$ cat src/design/arps_pkg.sv
// shared types and constants of the annulus point sampler
package arps_pkg;

   // field and datapath widths
   localparam int RADIUS_W   = 16;
   localparam int COORD_W    = 17;
   localparam int TRIES_W    = 7;
   localparam int LCG_W      = 31;
   localparam int MUL_W      = 2 * LCG_W;
   localparam int PROD_W     = RADIUS_W + LCG_W;
   localparam int SQ_W       = 33;
   localparam int NORM_W     = SQ_W + 1;
   localparam int RSQ_W      = 2 * RADIUS_W;
   localparam int CSR_ADDR_W = 3;
   localparam int CSR_DATA_W = 32;

   // generator constants
   localparam logic [LCG_W-1:0] LCG_MUL  = 31'd1103515245;
   localparam logic [LCG_W-1:0] LCG_INC  = 31'd12345;
   localparam logic [LCG_W-1:0] LCG_SEED = 31'd15;

   // register reset values
   localparam logic [RADIUS_W-1:0] RESET_OUTER = 16'd12288;
   localparam logic [RADIUS_W-1:0] RESET_INNER = 16'd0;

   localparam int ARPS_MAX_TRIES = 64;

   // register word index
   typedef enum logic {
      REG_OUTER = 1'b0,
      REG_INNER = 1'b1
   } reg_idx_type;

   typedef logic signed [COORD_W-1:0] coord_type;
   typedef logic [TRIES_W-1:0]        tries_type;

endpackage

$ cat src/design/arps_req_if.sv
// request channel of the annulus point sampler
interface arps_req_if import arps_pkg::*; ();
   logic valid;
   logic ready;
   logic request;

   modport source (output valid, output request, input ready);
   modport sink   (input valid, input request, output ready);
endinterface

$ cat src/design/arps_rsp_if.sv
// result channel of the annulus point sampler
interface arps_rsp_if import arps_pkg::*; ();
   logic      valid;
   logic      ready;
   coord_type coord_x;
   coord_type coord_y;
   tries_type tries_used;
   logic      gave_up;

   modport source (output valid, output coord_x, output coord_y, output tries_used,
                   output gave_up, input ready);
   modport sink   (input valid, input coord_x, input coord_y, input tries_used,
                   input gave_up, output ready);
endinterface

$ cat src/design/annulus_rejection_point_sampler_core.sv
// annulus rejection point sampler: one random point inside an annulus per request beat
//
// Usage: a req beat with request set asks for one point; a beat with request clear is
// taken and ignored. Each point comes back as one rsp beat with signed Q4.12 coordinates,
// the number of pairs drawn and a flag set when the try limit ran out.
// The radii are written over the csr port (word 0 outer, word 1 inner, unsigned Q4.12)
// while the block is idle.
// Timing: one 31x31 multiplier is shared by every multiply step. After a request beat
// the outer and inner radii are squared; then each try runs two generator steps, two
// scalings, two squares and one compare. The result beat follows once a pair lies in
// the ring or the try limit runs out (tries from 1 to MAX_TRIES).
// req.ready is high only while no point is being worked on.
// Stalls: the result sits in an output register; a new request is taken while it waits,
// and the sampler holds its finished point until the register is free.
// Reset: the generator returns to seed 15, the radii to 3.0 and 0.0, both channels empty.
module annulus_rejection_point_sampler_core import arps_pkg::*; #(
   parameter int MAX_TRIES = ARPS_MAX_TRIES
) (
   input  logic                  clock,
   input  logic                  reset,
   arps_req_if.sink              req,
   arps_rsp_if.source            rsp,
   input  logic                  csr_psel,
   input  logic                  csr_penable,
   input  logic                  csr_pwrite,
   input  logic [CSR_ADDR_W-1:0] csr_paddr,
   input  logic [CSR_DATA_W-1:0] csr_pwdata,
   output logic [CSR_DATA_W-1:0] csr_prdata,
   output logic                  csr_pready
);

   typedef enum logic [10:0] {
      ST_IDLE    = 11'b000_0000_0001,
      ST_PREP_O  = 11'b000_0000_0010,
      ST_PREP_I  = 11'b000_0000_0100,
      ST_DRAW_X  = 11'b000_0000_1000,
      ST_SCALE_X = 11'b000_0001_0000,
      ST_DRAW_Y  = 11'b000_0010_0000,
      ST_SCALE_Y = 11'b000_0100_0000,
      ST_SQ_X    = 11'b000_1000_0000,
      ST_SQ_Y    = 11'b001_0000_0000,
      ST_CHECK   = 11'b010_0000_0000,
      ST_FINISH  = 11'b100_0000_0000
   } state_type;

   localparam tries_type TRY_LIMIT = TRIES_W'(MAX_TRIES);

   state_type              state_ff,  state_in;
   logic [RADIUS_W-1:0]    outer_ff,  outer_in;
   logic [RADIUS_W-1:0]    inner_ff,  inner_in;
   logic [RSQ_W-1:0]       outer_sq_ff, outer_sq_in;
   logic [RSQ_W-1:0]       inner_sq_ff, inner_sq_in;
   logic [LCG_W-1:0]       lcg_ff,    lcg_in;
   logic [PROD_W-1:0]      prod_ff,   prod_in;
   coord_type              x_ff,      x_in;
   coord_type              y_ff,      y_in;
   logic [COORD_W-1:0]     xmag_ff,   xmag_in;
   logic [COORD_W-1:0]     ymag_ff,   ymag_in;
   logic [SQ_W-1:0]        sqx_ff,    sqx_in;
   tries_type              try_ff,    try_in;
   logic                   gave_ff,   gave_in;
   logic                   rsp_valid_ff, rsp_valid_in;
   coord_type              rsp_x_ff;
   coord_type              rsp_y_ff;
   tries_type              rsp_tries_ff;
   logic                   rsp_gave_ff;

   logic                   load_out;
   logic [LCG_W-1:0]       mul_a;
   logic [LCG_W-1:0]       mul_b;
   logic [MUL_W-1:0]       mul_p;
   logic [LCG_W-1:0]       lcg_step;
   logic [COORD_W:0]       coord_wide;
   coord_type              coord_now;
   logic [COORD_W-1:0]     mag_now;
   logic [NORM_W-1:0]      norm_sum;
   logic                   in_ring;
   tries_type              try_next;
   logic                   csr_wr;
   reg_idx_type            csr_idx;

   // shared multiplier
   assign mul_p    = MUL_W'(mul_a) * MUL_W'(mul_b);
   assign lcg_step = mul_p[LCG_W-1:0] + LCG_INC;

   // coordinate from the scaled draw, and its magnitude
   assign coord_wide = {1'b0, prod_ff[PROD_W-1:PROD_W-COORD_W]}
                     - {2'b00, outer_ff};
   assign coord_now  = coord_wide[COORD_W-1:0];
   assign mag_now    = coord_now[COORD_W-1] ? COORD_W'(-coord_now) : coord_now;

   // squared norm and ring test
   assign norm_sum = {1'b0, sqx_ff} + {1'b0, prod_ff[SQ_W-1:0]};
   assign in_ring  = (norm_sum < NORM_W'(outer_sq_ff)) && (norm_sum > NORM_W'(inner_sq_ff));
   assign try_next = try_ff + 1'b1;

   // register port
   assign csr_wr     = csr_psel && csr_penable && csr_pwrite;
   assign csr_idx    = reg_idx_type'(csr_paddr[CSR_ADDR_W-1]);
   assign csr_pready = 1'b1;

   always_comb begin
      case (csr_idx)
         REG_OUTER: csr_prdata = CSR_DATA_W'(outer_ff);
         REG_INNER: csr_prdata = CSR_DATA_W'(inner_ff);
         default:   csr_prdata = '0;
      endcase
   end

   always_comb begin
      outer_in = outer_ff;
      inner_in = inner_ff;
      if (csr_wr) begin
         case (csr_idx)
            REG_OUTER: outer_in = csr_pwdata[RADIUS_W-1:0];
            REG_INNER: inner_in = csr_pwdata[RADIUS_W-1:0];
            default:   ;
         endcase
      end
   end

   // sequencer and operand selection
   always_comb begin
      state_in     = state_ff;
      outer_sq_in  = outer_sq_ff;
      inner_sq_in  = inner_sq_ff;
      lcg_in       = lcg_ff;
      prod_in      = prod_ff;
      x_in         = x_ff;
      y_in         = y_ff;
      xmag_in      = xmag_ff;
      ymag_in      = ymag_ff;
      sqx_in       = sqx_ff;
      try_in       = try_ff;
      gave_in      = gave_ff;
      rsp_valid_in = rsp_valid_ff && !rsp.ready;
      load_out     = 1'b0;
      mul_a        = '0;
      mul_b        = '0;
      case (state_ff)
         ST_IDLE: begin
            if (req.valid && req.request) begin
               try_in   = '0;
               state_in = ST_PREP_O;
            end
         end
         ST_PREP_O: begin
            mul_a       = LCG_W'(outer_ff);
            mul_b       = LCG_W'(outer_ff);
            outer_sq_in = mul_p[RSQ_W-1:0];
            state_in    = ST_PREP_I;
         end
         ST_PREP_I: begin
            mul_a       = LCG_W'(inner_ff);
            mul_b       = LCG_W'(inner_ff);
            inner_sq_in = mul_p[RSQ_W-1:0];
            state_in    = ST_DRAW_X;
         end
         ST_DRAW_X: begin
            mul_a    = lcg_ff;
            mul_b    = LCG_MUL;
            lcg_in   = lcg_step;
            state_in = ST_SCALE_X;
         end
         ST_SCALE_X: begin
            mul_a    = LCG_W'(outer_ff);
            mul_b    = lcg_ff;
            prod_in  = mul_p[PROD_W-1:0];
            state_in = ST_DRAW_Y;
         end
         ST_DRAW_Y: begin
            x_in     = coord_now;
            xmag_in  = mag_now;
            mul_a    = lcg_ff;
            mul_b    = LCG_MUL;
            lcg_in   = lcg_step;
            state_in = ST_SCALE_Y;
         end
         ST_SCALE_Y: begin
            mul_a    = LCG_W'(outer_ff);
            mul_b    = lcg_ff;
            prod_in  = mul_p[PROD_W-1:0];
            state_in = ST_SQ_X;
         end
         ST_SQ_X: begin
            y_in     = coord_now;
            ymag_in  = mag_now;
            mul_a    = LCG_W'(xmag_ff);
            mul_b    = LCG_W'(xmag_ff);
            prod_in  = mul_p[PROD_W-1:0];
            state_in = ST_SQ_Y;
         end
         ST_SQ_Y: begin
            sqx_in   = prod_ff[SQ_W-1:0];
            mul_a    = LCG_W'(ymag_ff);
            mul_b    = LCG_W'(ymag_ff);
            prod_in  = mul_p[PROD_W-1:0];
            state_in = ST_CHECK;
         end
         ST_CHECK: begin
            try_in = try_next;
            if (in_ring || (try_next == TRY_LIMIT)) begin
               gave_in  = !in_ring;
               state_in = ST_FINISH;
            end else begin
               state_in = ST_DRAW_X;
            end
         end
         ST_FINISH: begin
            if (!rsp_valid_ff || rsp.ready) begin
               load_out     = 1'b1;
               rsp_valid_in = 1'b1;
               state_in     = ST_IDLE;
            end
         end
         default: begin
            state_in = ST_IDLE;
         end
      endcase
   end

   // control state
   always_ff @(posedge clock) begin
      if (reset) begin
         state_ff     <= ST_IDLE;
         outer_ff     <= RESET_OUTER;
         inner_ff     <= RESET_INNER;
         lcg_ff       <= LCG_SEED;
         try_ff       <= '0;
         rsp_valid_ff <= 1'b0;
      end else begin
         state_ff     <= state_in;
         outer_ff     <= outer_in;
         inner_ff     <= inner_in;
         lcg_ff       <= lcg_in;
         try_ff       <= try_in;
         rsp_valid_ff <= rsp_valid_in;
      end
   end

   // datapath registers
   always_ff @(posedge clock) begin
      outer_sq_ff <= outer_sq_in;
      inner_sq_ff <= inner_sq_in;
      prod_ff     <= prod_in;
      x_ff        <= x_in;
      y_ff        <= y_in;
      xmag_ff     <= xmag_in;
      ymag_ff     <= ymag_in;
      sqx_ff      <= sqx_in;
      gave_ff     <= gave_in;
   end

   // output register
   always_ff @(posedge clock) begin
      if (load_out) begin
         rsp_x_ff     <= x_ff;
         rsp_y_ff     <= y_ff;
         rsp_tries_ff <= try_ff;
         rsp_gave_ff  <= gave_ff;
      end
   end

   assign req.ready      = (state_ff == ST_IDLE);
   assign rsp.valid      = rsp_valid_ff;
   assign rsp.coord_x    = rsp_x_ff;
   assign rsp.coord_y    = rsp_y_ff;
   assign rsp.tries_used = rsp_tries_ff;
   assign rsp.gave_up    = rsp_gave_ff;

   // a loaded result has a try count within the limit
   a_tries_range: assert property (@(posedge clock) disable iff (reset)
      load_out |=> (rsp.tries_used != '0) && (rsp.tries_used <= TRY_LIMIT))
      else $error("result try count out of range");

   // giving up only happens at the try limit
   a_gave_up_limit: assert property (@(posedge clock) disable iff (reset)
      rsp.valid && rsp.gave_up |-> rsp.tries_used == TRY_LIMIT)
      else $error("gave up before the try limit");

   // another try is started only below the limit
   a_retry_below_limit: assert property (@(posedge clock) disable iff (reset)
      (state_ff == ST_CHECK) && (state_in == ST_DRAW_X) |=> try_ff < TRY_LIMIT)
      else $error("retry past the try limit");

   // the generator advances only in its draw steps
   a_lcg_hold: assert property (@(posedge clock) disable iff (reset)
      !reset && (state_ff != ST_DRAW_X) && (state_ff != ST_DRAW_Y) |=> $stable(lcg_ff))
      else $error("generator stepped outside a draw");

endmodule

$ cat src/flat_wrapper.sv
// flat-port wrapper written by rule: the top's interface ports become plain ports
module annulus_rejection_point_sampler_core_flat import arps_pkg::*;
#(
   parameter int MAX_TRIES = ARPS_MAX_TRIES
)
  (clock, reset, csr_psel, csr_penable, csr_pwrite, csr_paddr, csr_pwdata, csr_prdata, csr_pready, req_valid, req_request, req_ready, rsp_valid, rsp_coord_x, rsp_coord_y, rsp_tries_used, rsp_gave_up, rsp_ready);
  arps_req_if req_i ();
  arps_rsp_if rsp_i ();
  input  logic clock;
  input  logic reset;
  input  logic csr_psel;
  input  logic csr_penable;
  input  logic csr_pwrite;
  input  logic [CSR_ADDR_W-1:0] csr_paddr;
  input  logic [CSR_DATA_W-1:0] csr_pwdata;
  output logic [CSR_DATA_W-1:0] csr_prdata;
  output logic csr_pready;
  input wire logic [$bits(req_i.valid)-1:0] req_valid;
  input wire logic [$bits(req_i.request)-1:0] req_request;
  output wire logic [$bits(req_i.ready)-1:0] req_ready;
  output wire logic [$bits(rsp_i.valid)-1:0] rsp_valid;
  output wire logic [$bits(rsp_i.coord_x)-1:0] rsp_coord_x;
  output wire logic [$bits(rsp_i.coord_y)-1:0] rsp_coord_y;
  output wire logic [$bits(rsp_i.tries_used)-1:0] rsp_tries_used;
  output wire logic [$bits(rsp_i.gave_up)-1:0] rsp_gave_up;
  input wire logic [$bits(rsp_i.ready)-1:0] rsp_ready;
  assign req_i.valid = req_valid;
  assign req_i.request = req_request;
  assign req_ready = req_i.ready;
  assign rsp_valid = rsp_i.valid;
  assign rsp_coord_x = rsp_i.coord_x;
  assign rsp_coord_y = rsp_i.coord_y;
  assign rsp_tries_used = rsp_i.tries_used;
  assign rsp_gave_up = rsp_i.gave_up;
  assign rsp_i.ready = rsp_ready;
  annulus_rejection_point_sampler_core #(.MAX_TRIES(MAX_TRIES)) u_core (.clock(clock), .reset(reset), .req(req_i), .rsp(rsp_i), .csr_psel(csr_psel), .csr_penable(csr_penable), .csr_pwrite(csr_pwrite), .csr_paddr(csr_paddr), .csr_pwdata(csr_pwdata), .csr_prdata(csr_prdata), .csr_pready(csr_pready));
endmodule
$ cat config.mk
export PLATFORM = sky130hd
export DESIGN_NAME = annulus_rejection_point_sampler_core_flat
export DESIGN_NICKNAME = d
export VERILOG_FILES = /design/src/design/arps_pkg.sv /design/src/design/arps_req_if.sv /design/src/design/arps_rsp_if.sv /design/src/design/annulus_rejection_point_sampler_core.sv /design/src/flat_wrapper.sv
export SDC_FILE = /design/constraint.sdc
export NUM_CORES = 2
export LEC_CHECK = 0
export BUFFER_PORTS_ARGS = -buffer_cell sky130_fd_sc_hd__buf_2
export CAP_MARGIN = 5
export CORE_ASPECT_RATIO = 1.75
export CORE_MARGIN = 5
export CORE_UTILIZATION = 25
export CTS_CLUSTER_SIZE = 20
export DETAILED_ROUTE_END_ITERATION = 10
export GPL_ROUTABILITY_DRIVEN = 0
export HOLD_SLACK_MARGIN = 0.06
export SETUP_SLACK_MARGIN = 0.3
export SYNTH_ARGS = -nofsm -noshare
export SYNTH_HDL_FRONTEND = slang
export SYNTH_SLANG_ARGS = --single-unit
$ cat constraint.sdc
create_clock -name clock -period 10.6 [get_ports clock]
set_clock_uncertainty 0.2 [all_clocks]
set_input_delay 2.12 -clock clock [delete_from_list [all_inputs] [get_ports clock]]
set_output_delay 2.12 -clock clock [all_outputs]
set_load 0.01 [all_outputs]
==> impl_metrics.env <==
export IMPL_critPathArrivalTime_ns=10.32
export IMPL_hold_violations=0
export IMPL_synth_ff_type="edfxtp_1"
export IMPL_outcome="completed"
export IMPL_antenna_found_initial=5
export IMPL_cap_violations=0
export IMPL_grt_ovfl_total=0
export IMPL_synth_compound_area_share_pct=8.26
export IMPL_worst_path_buf_inv=5
export IMPL_antennaDiodeCount=0
export IMPL_intPower_mw=3.66
export IMPL_synth_top_family_by_area="adder cells"
export IMPL_synthAdderAreaFrac_pct=44.0
export IMPL_power_density_nw_per_um2=131
export IMPL_yosysTopAreaCell="fa_1"
export IMPL_critPathLaunch="u_core.state_ff[2]$_SDFFE_PP0P_"
export IMPL_whs_ns=0.216
export IMPL_ant_nets=0
export IMPL_grt_use_met2_pct=27.9
export IMPL_p_seq_share_pct=25.3
export IMPL_port_buffers=84
export IMPL_io_pins=120
export IMPL_via_per_inst=4.58
export IMPL_start_util_pct=25.1
export IMPL_avgRoutedWirePerCell_um=18.8
export IMPL_seq_area_frac_synth_pct=22.2
export IMPL_cts_buffers=31
export IMPL_hold_path_startpoint="u_core.x_ff[11]$_DFFE_PP_"
export IMPL_grt_use_met3_pct=1.72
export IMPL_cts_tree="done"
export IMPL_use_met1_pct=13.6
export IMPL_die_w_um=319
export IMPL_dp_slack_ns=0.286
export IMPL_max_freq_mhz=99.8
export IMPL_routed_wl_um=128000
export IMPL_cts_buffer_depth=3
export IMPL_synth_top_area_share_pct=35.4
export IMPL_htreeDepth=1
export IMPL_finalCriticalPeriod_ns=10.02
export IMPL_grt_max_degree=91
export IMPL_first_global_vias=34100
export IMPL_postPlaceCellArea_um2=46200
export IMPL_syn_inst=4307
export IMPL_cp_slowest_cell="a222oi_1"
export IMPL_switching_share_pct=41.1
export IMPL_worst_ir_drop_vdd_uv=217
export IMPL_grt_pass1_wl_um=196000
export IMPL_clkLatencyLatePin_ns=0.62
export IMPL_ys_ff_latch=335
export IMPL_floorplan_die_height_um=550
export IMPL_yosys_mux_area_fraction_pct=0.0751
export IMPL_drtIter0Drc=1990
export IMPL_max_slew_margin_rel_pct=20.7
export IMPL_postSynthAreaPerCell_um2=9.68
export IMPL_finalSetupViolCount=0
export IMPL_top_usage_layer="met2"
export IMPL_area_delta_synth_final_pct=14.2
export IMPL_grt_setup_unrepaired="false"
export IMPL_async_reset_ff_share_pct=0
export IMPL_coreArea_um2=166000
export IMPL_clk_pin_slew_worst_paths_ns=0.08
export IMPL_crit_fanout=18
export IMPL_cp_top_family="adder cells"
export IMPL_maxSlewViolCount=0
export IMPL_leakage_nw=20.7
export IMPL_crit_type="flop to flop"
export IMPL_vias=31300
export IMPL_dp_hpwl_um=107000
export IMPL_synthesis_yosys_warnings=0
export IMPL_p_clk_share_pct=19.6
export IMPL_yosys_area_share_simple_pct=13.0
export IMPL_slowest_delay_ns=1.08
export IMPL_synthTopCellsByArea="fa_1 (35%), edfxtp_1 (18%), ha_1 (8.6%)"
export IMPL_period_share_pct=94.6
export IMPL_synth_xor_area_share_pct=2.83
export IMPL_finalNetCount=5667
export IMPL_fin_tns_setup_ns=0
export IMPL_worst_ep_required_time_ns=10.90
export IMPL_rows=198
export IMPL_drt_first_pass_iters=6
export IMPL_grt_usage_pct=14.4
export IMPL_timing_rr_start="u_core.state_ff[2]$_SDFFE_PP0P_"
export IMPL_power_frac_comb_pct=55.1
export IMPL_layout_drive_gt1_share_pct=8.86
export IMPL_startpoint_type="flop"
export IMPL_synth_edf_count=253
export IMPL_synthesis_area_um2=41700
export IMPL_layout_setup_ws_ns=0.577
export IMPL_cts_sinks=335
export IMPL_end_kind="flop"
export IMPL_worst_slew_pin_slew_ns=1.18
export IMPL_synth_cell_type_count=89
export IMPL_crit_path_frequent_cell="fa_1"
export IMPL_min_path_type="flop to flop"
export IMPL_die_area_um2=175000
export IMPL_p_sw_mw=2.56
export IMPL_final_cell_area_um2=47600
export IMPL_cts_root_buffer="clkbuf_16"
export IMPL_drc_errors=0
cell usage in the layout (no fill, tap or decap), types with 11 or more instances in the layout:
| master | Yosys | routed |
|---|---|---|
| o21bai_1 | 12 | 12 |
| a21oi_1 | 154 | 150 |
| o21ai_0 | 96 | 94 |
| nand2b_1 | 21 | 21 |
| a21o_1 | 51 | 51 |
| xnor2_1 | 97 | 97 |
| and4_1 | 15 | 11 |
| o21a_1 | 20 | 20 |
| and2_1 | 30 | 25 |
| conb_1 | 2 | 173 |
| ha_1 | 287 | 285 |
| nand3_1 | 43 | 43 |
| or3_1 | 14 | 13 |
| xor2_1 | 36 | 36 |
| nor3_1 | 31 | 31 |
| o211ai_1 | 19 | 19 |
| clkbuf_16 | 0 | 31 |
| fa_1 | 737 | 737 |
| a211oi_1 | 17 | 15 |
| edfxtp_1 | 253 | 253 |
| buf_2 | 3 | 84 |
| nand4_1 | 27 | 27 |
| inv_1 | 862 | 862 |
| a22oi_1 | 18 | 18 |
| a31oi_1 | 24 | 24 |
| nor2b_1 | 19 | 19 |
| nor2_1 | 314 | 309 |
| dfxtp_1 | 82 | 82 |
| nand2_1 | 654 | 646 |
| buf_4 | 18 | 176 |
cell families (layout without fill, tap and decap cells):
family	count (synthesis)	count (layout)
AND/OR/NAND/NOR	1244	1245
buffers and inverters	1046	1192
adder cells (fa/ha/maj)	1024	1024
AO/OA/AOI/OAI	519	519
flip-flops	335	335
XOR/XNOR	134	134
multiplexers	3	3
other	2	173
layer usage:
metal  routed length, µm  share of wire, %
met1               40500                32
met2               69200                54
met3                5750               4.5
met4               12700               9.9
met5                  42             0.033
state kept, by name (all words and copies together) (netlist names), 31 cells and up:
name / flops
u_core.sqx_ff: 33
u_core.outer_sq_ff: 32
u_core.inner_sq_ff: 32
u_core.prod_ff: 47
u_core.lcg_ff: 31
Yosys cell counts, types with 18 or more instances:
| cell type | instances |
|---|---|
| o21ai_0 | 96 |
| nand4_1 | 27 |
| a22oi_1 | 18 |
| a31oi_1 | 24 |
| dfxtp_1 | 82 |
| ha_1 | 287 |
| clkbuf_1 | 143 |
| and2_1 | 30 |
| xnor2_1 | 97 |
| inv_1 | 862 |
| o211ai_1 | 19 |
| nor2b_1 | 19 |
| a21oi_1 | 154 |
| nand2_1 | 654 |
| fa_1 | 737 |
| nor3_1 | 31 |
| edfxtp_1 | 253 |
| nand2b_1 | 21 |
| nand3_1 | 43 |
| nor2_1 | 314 |
| xor2_1 | 36 |
| o21a_1 | 20 |
| buf_4 | 18 |
| a21o_1 | 51 |
worst paths after layout:
kind,end,slack [ns],depth (start not counted)
setup / recovery,u_core.lcg_ff[30]$_SDFFE_PP0N_,0.58,28
hold reg to reg,u_core.rsp.coord_x[11]$_DFFE_PP_,0.22,0
hold / removal,u_core.rsp.coord_x[11]$_DFFE_PP_,0.22,0
setup reg to reg,u_core.lcg_ff[30]$_SDFFE_PP0N_,0.58,28
power by group through the flow:
stage	sequential (mW)	combinational (mW)	clock, mW
3_3_place_gp	1.60	3.39	0
5_1_grt	1.57	3.81	1.29
3_5_place_dp	1.60	3.43	0
2_1_floorplan	1.60	2.22	0
4_1_cts	1.57	3.46	1.24
6_report	1.57	3.43	1.22
worst register-to-register path, delay by kind of cell (launching register included):
| family | cells | cell delay (ns) |
|---|---|---|
| adders and majority gates | 9 | 4.25 |
| and+or+nand+nor | 10 | 2.85 |
| AOI/OAI and AO/OA | 3 | 1.55 |
| DFF | 1 | 0.49 |
| buffers and inverters | 5 | 0.36 |
| xor gates and xnor gates | 1 | 0.20 |
layout make-up:
class / instances / area, µm²
clock buffers: 33 / 783
clock inverters: 25 / 314
fillers: 17500 / 118000
inverters: 863 / 3240
multi-input cells: 3098 / 29300
flip-flops and latches: 335 / 9240
well taps: 2200 / 2750
repair buffers: 271 / 1930
per-stage QoR:
step / instances / power (mW) / utilization, %
3_5_place_dp: 6752 / 5.03 / 27.8
5_1_grt: 6825 / 6.67 / 28.7
2_1_floorplan: 4478 / 3.81 / -
3_3_place_gp: 6752 / 5.00 / 27.8
4_1_cts: 6812 / 6.28 / 28.5
6_report: 6825 / 6.22 / 28.7
what timing repair did:
item | 4_1_cts | 5_1_grt
hold buffers | 0 | 0
setup endpoints to repair | 1 | 25
setup buffers | 2 | 12
resized for setup | 0 | 56
gates cloned | 0 | 1
pin swaps | 1 | 13
Power figures use the tool's default switching activity.
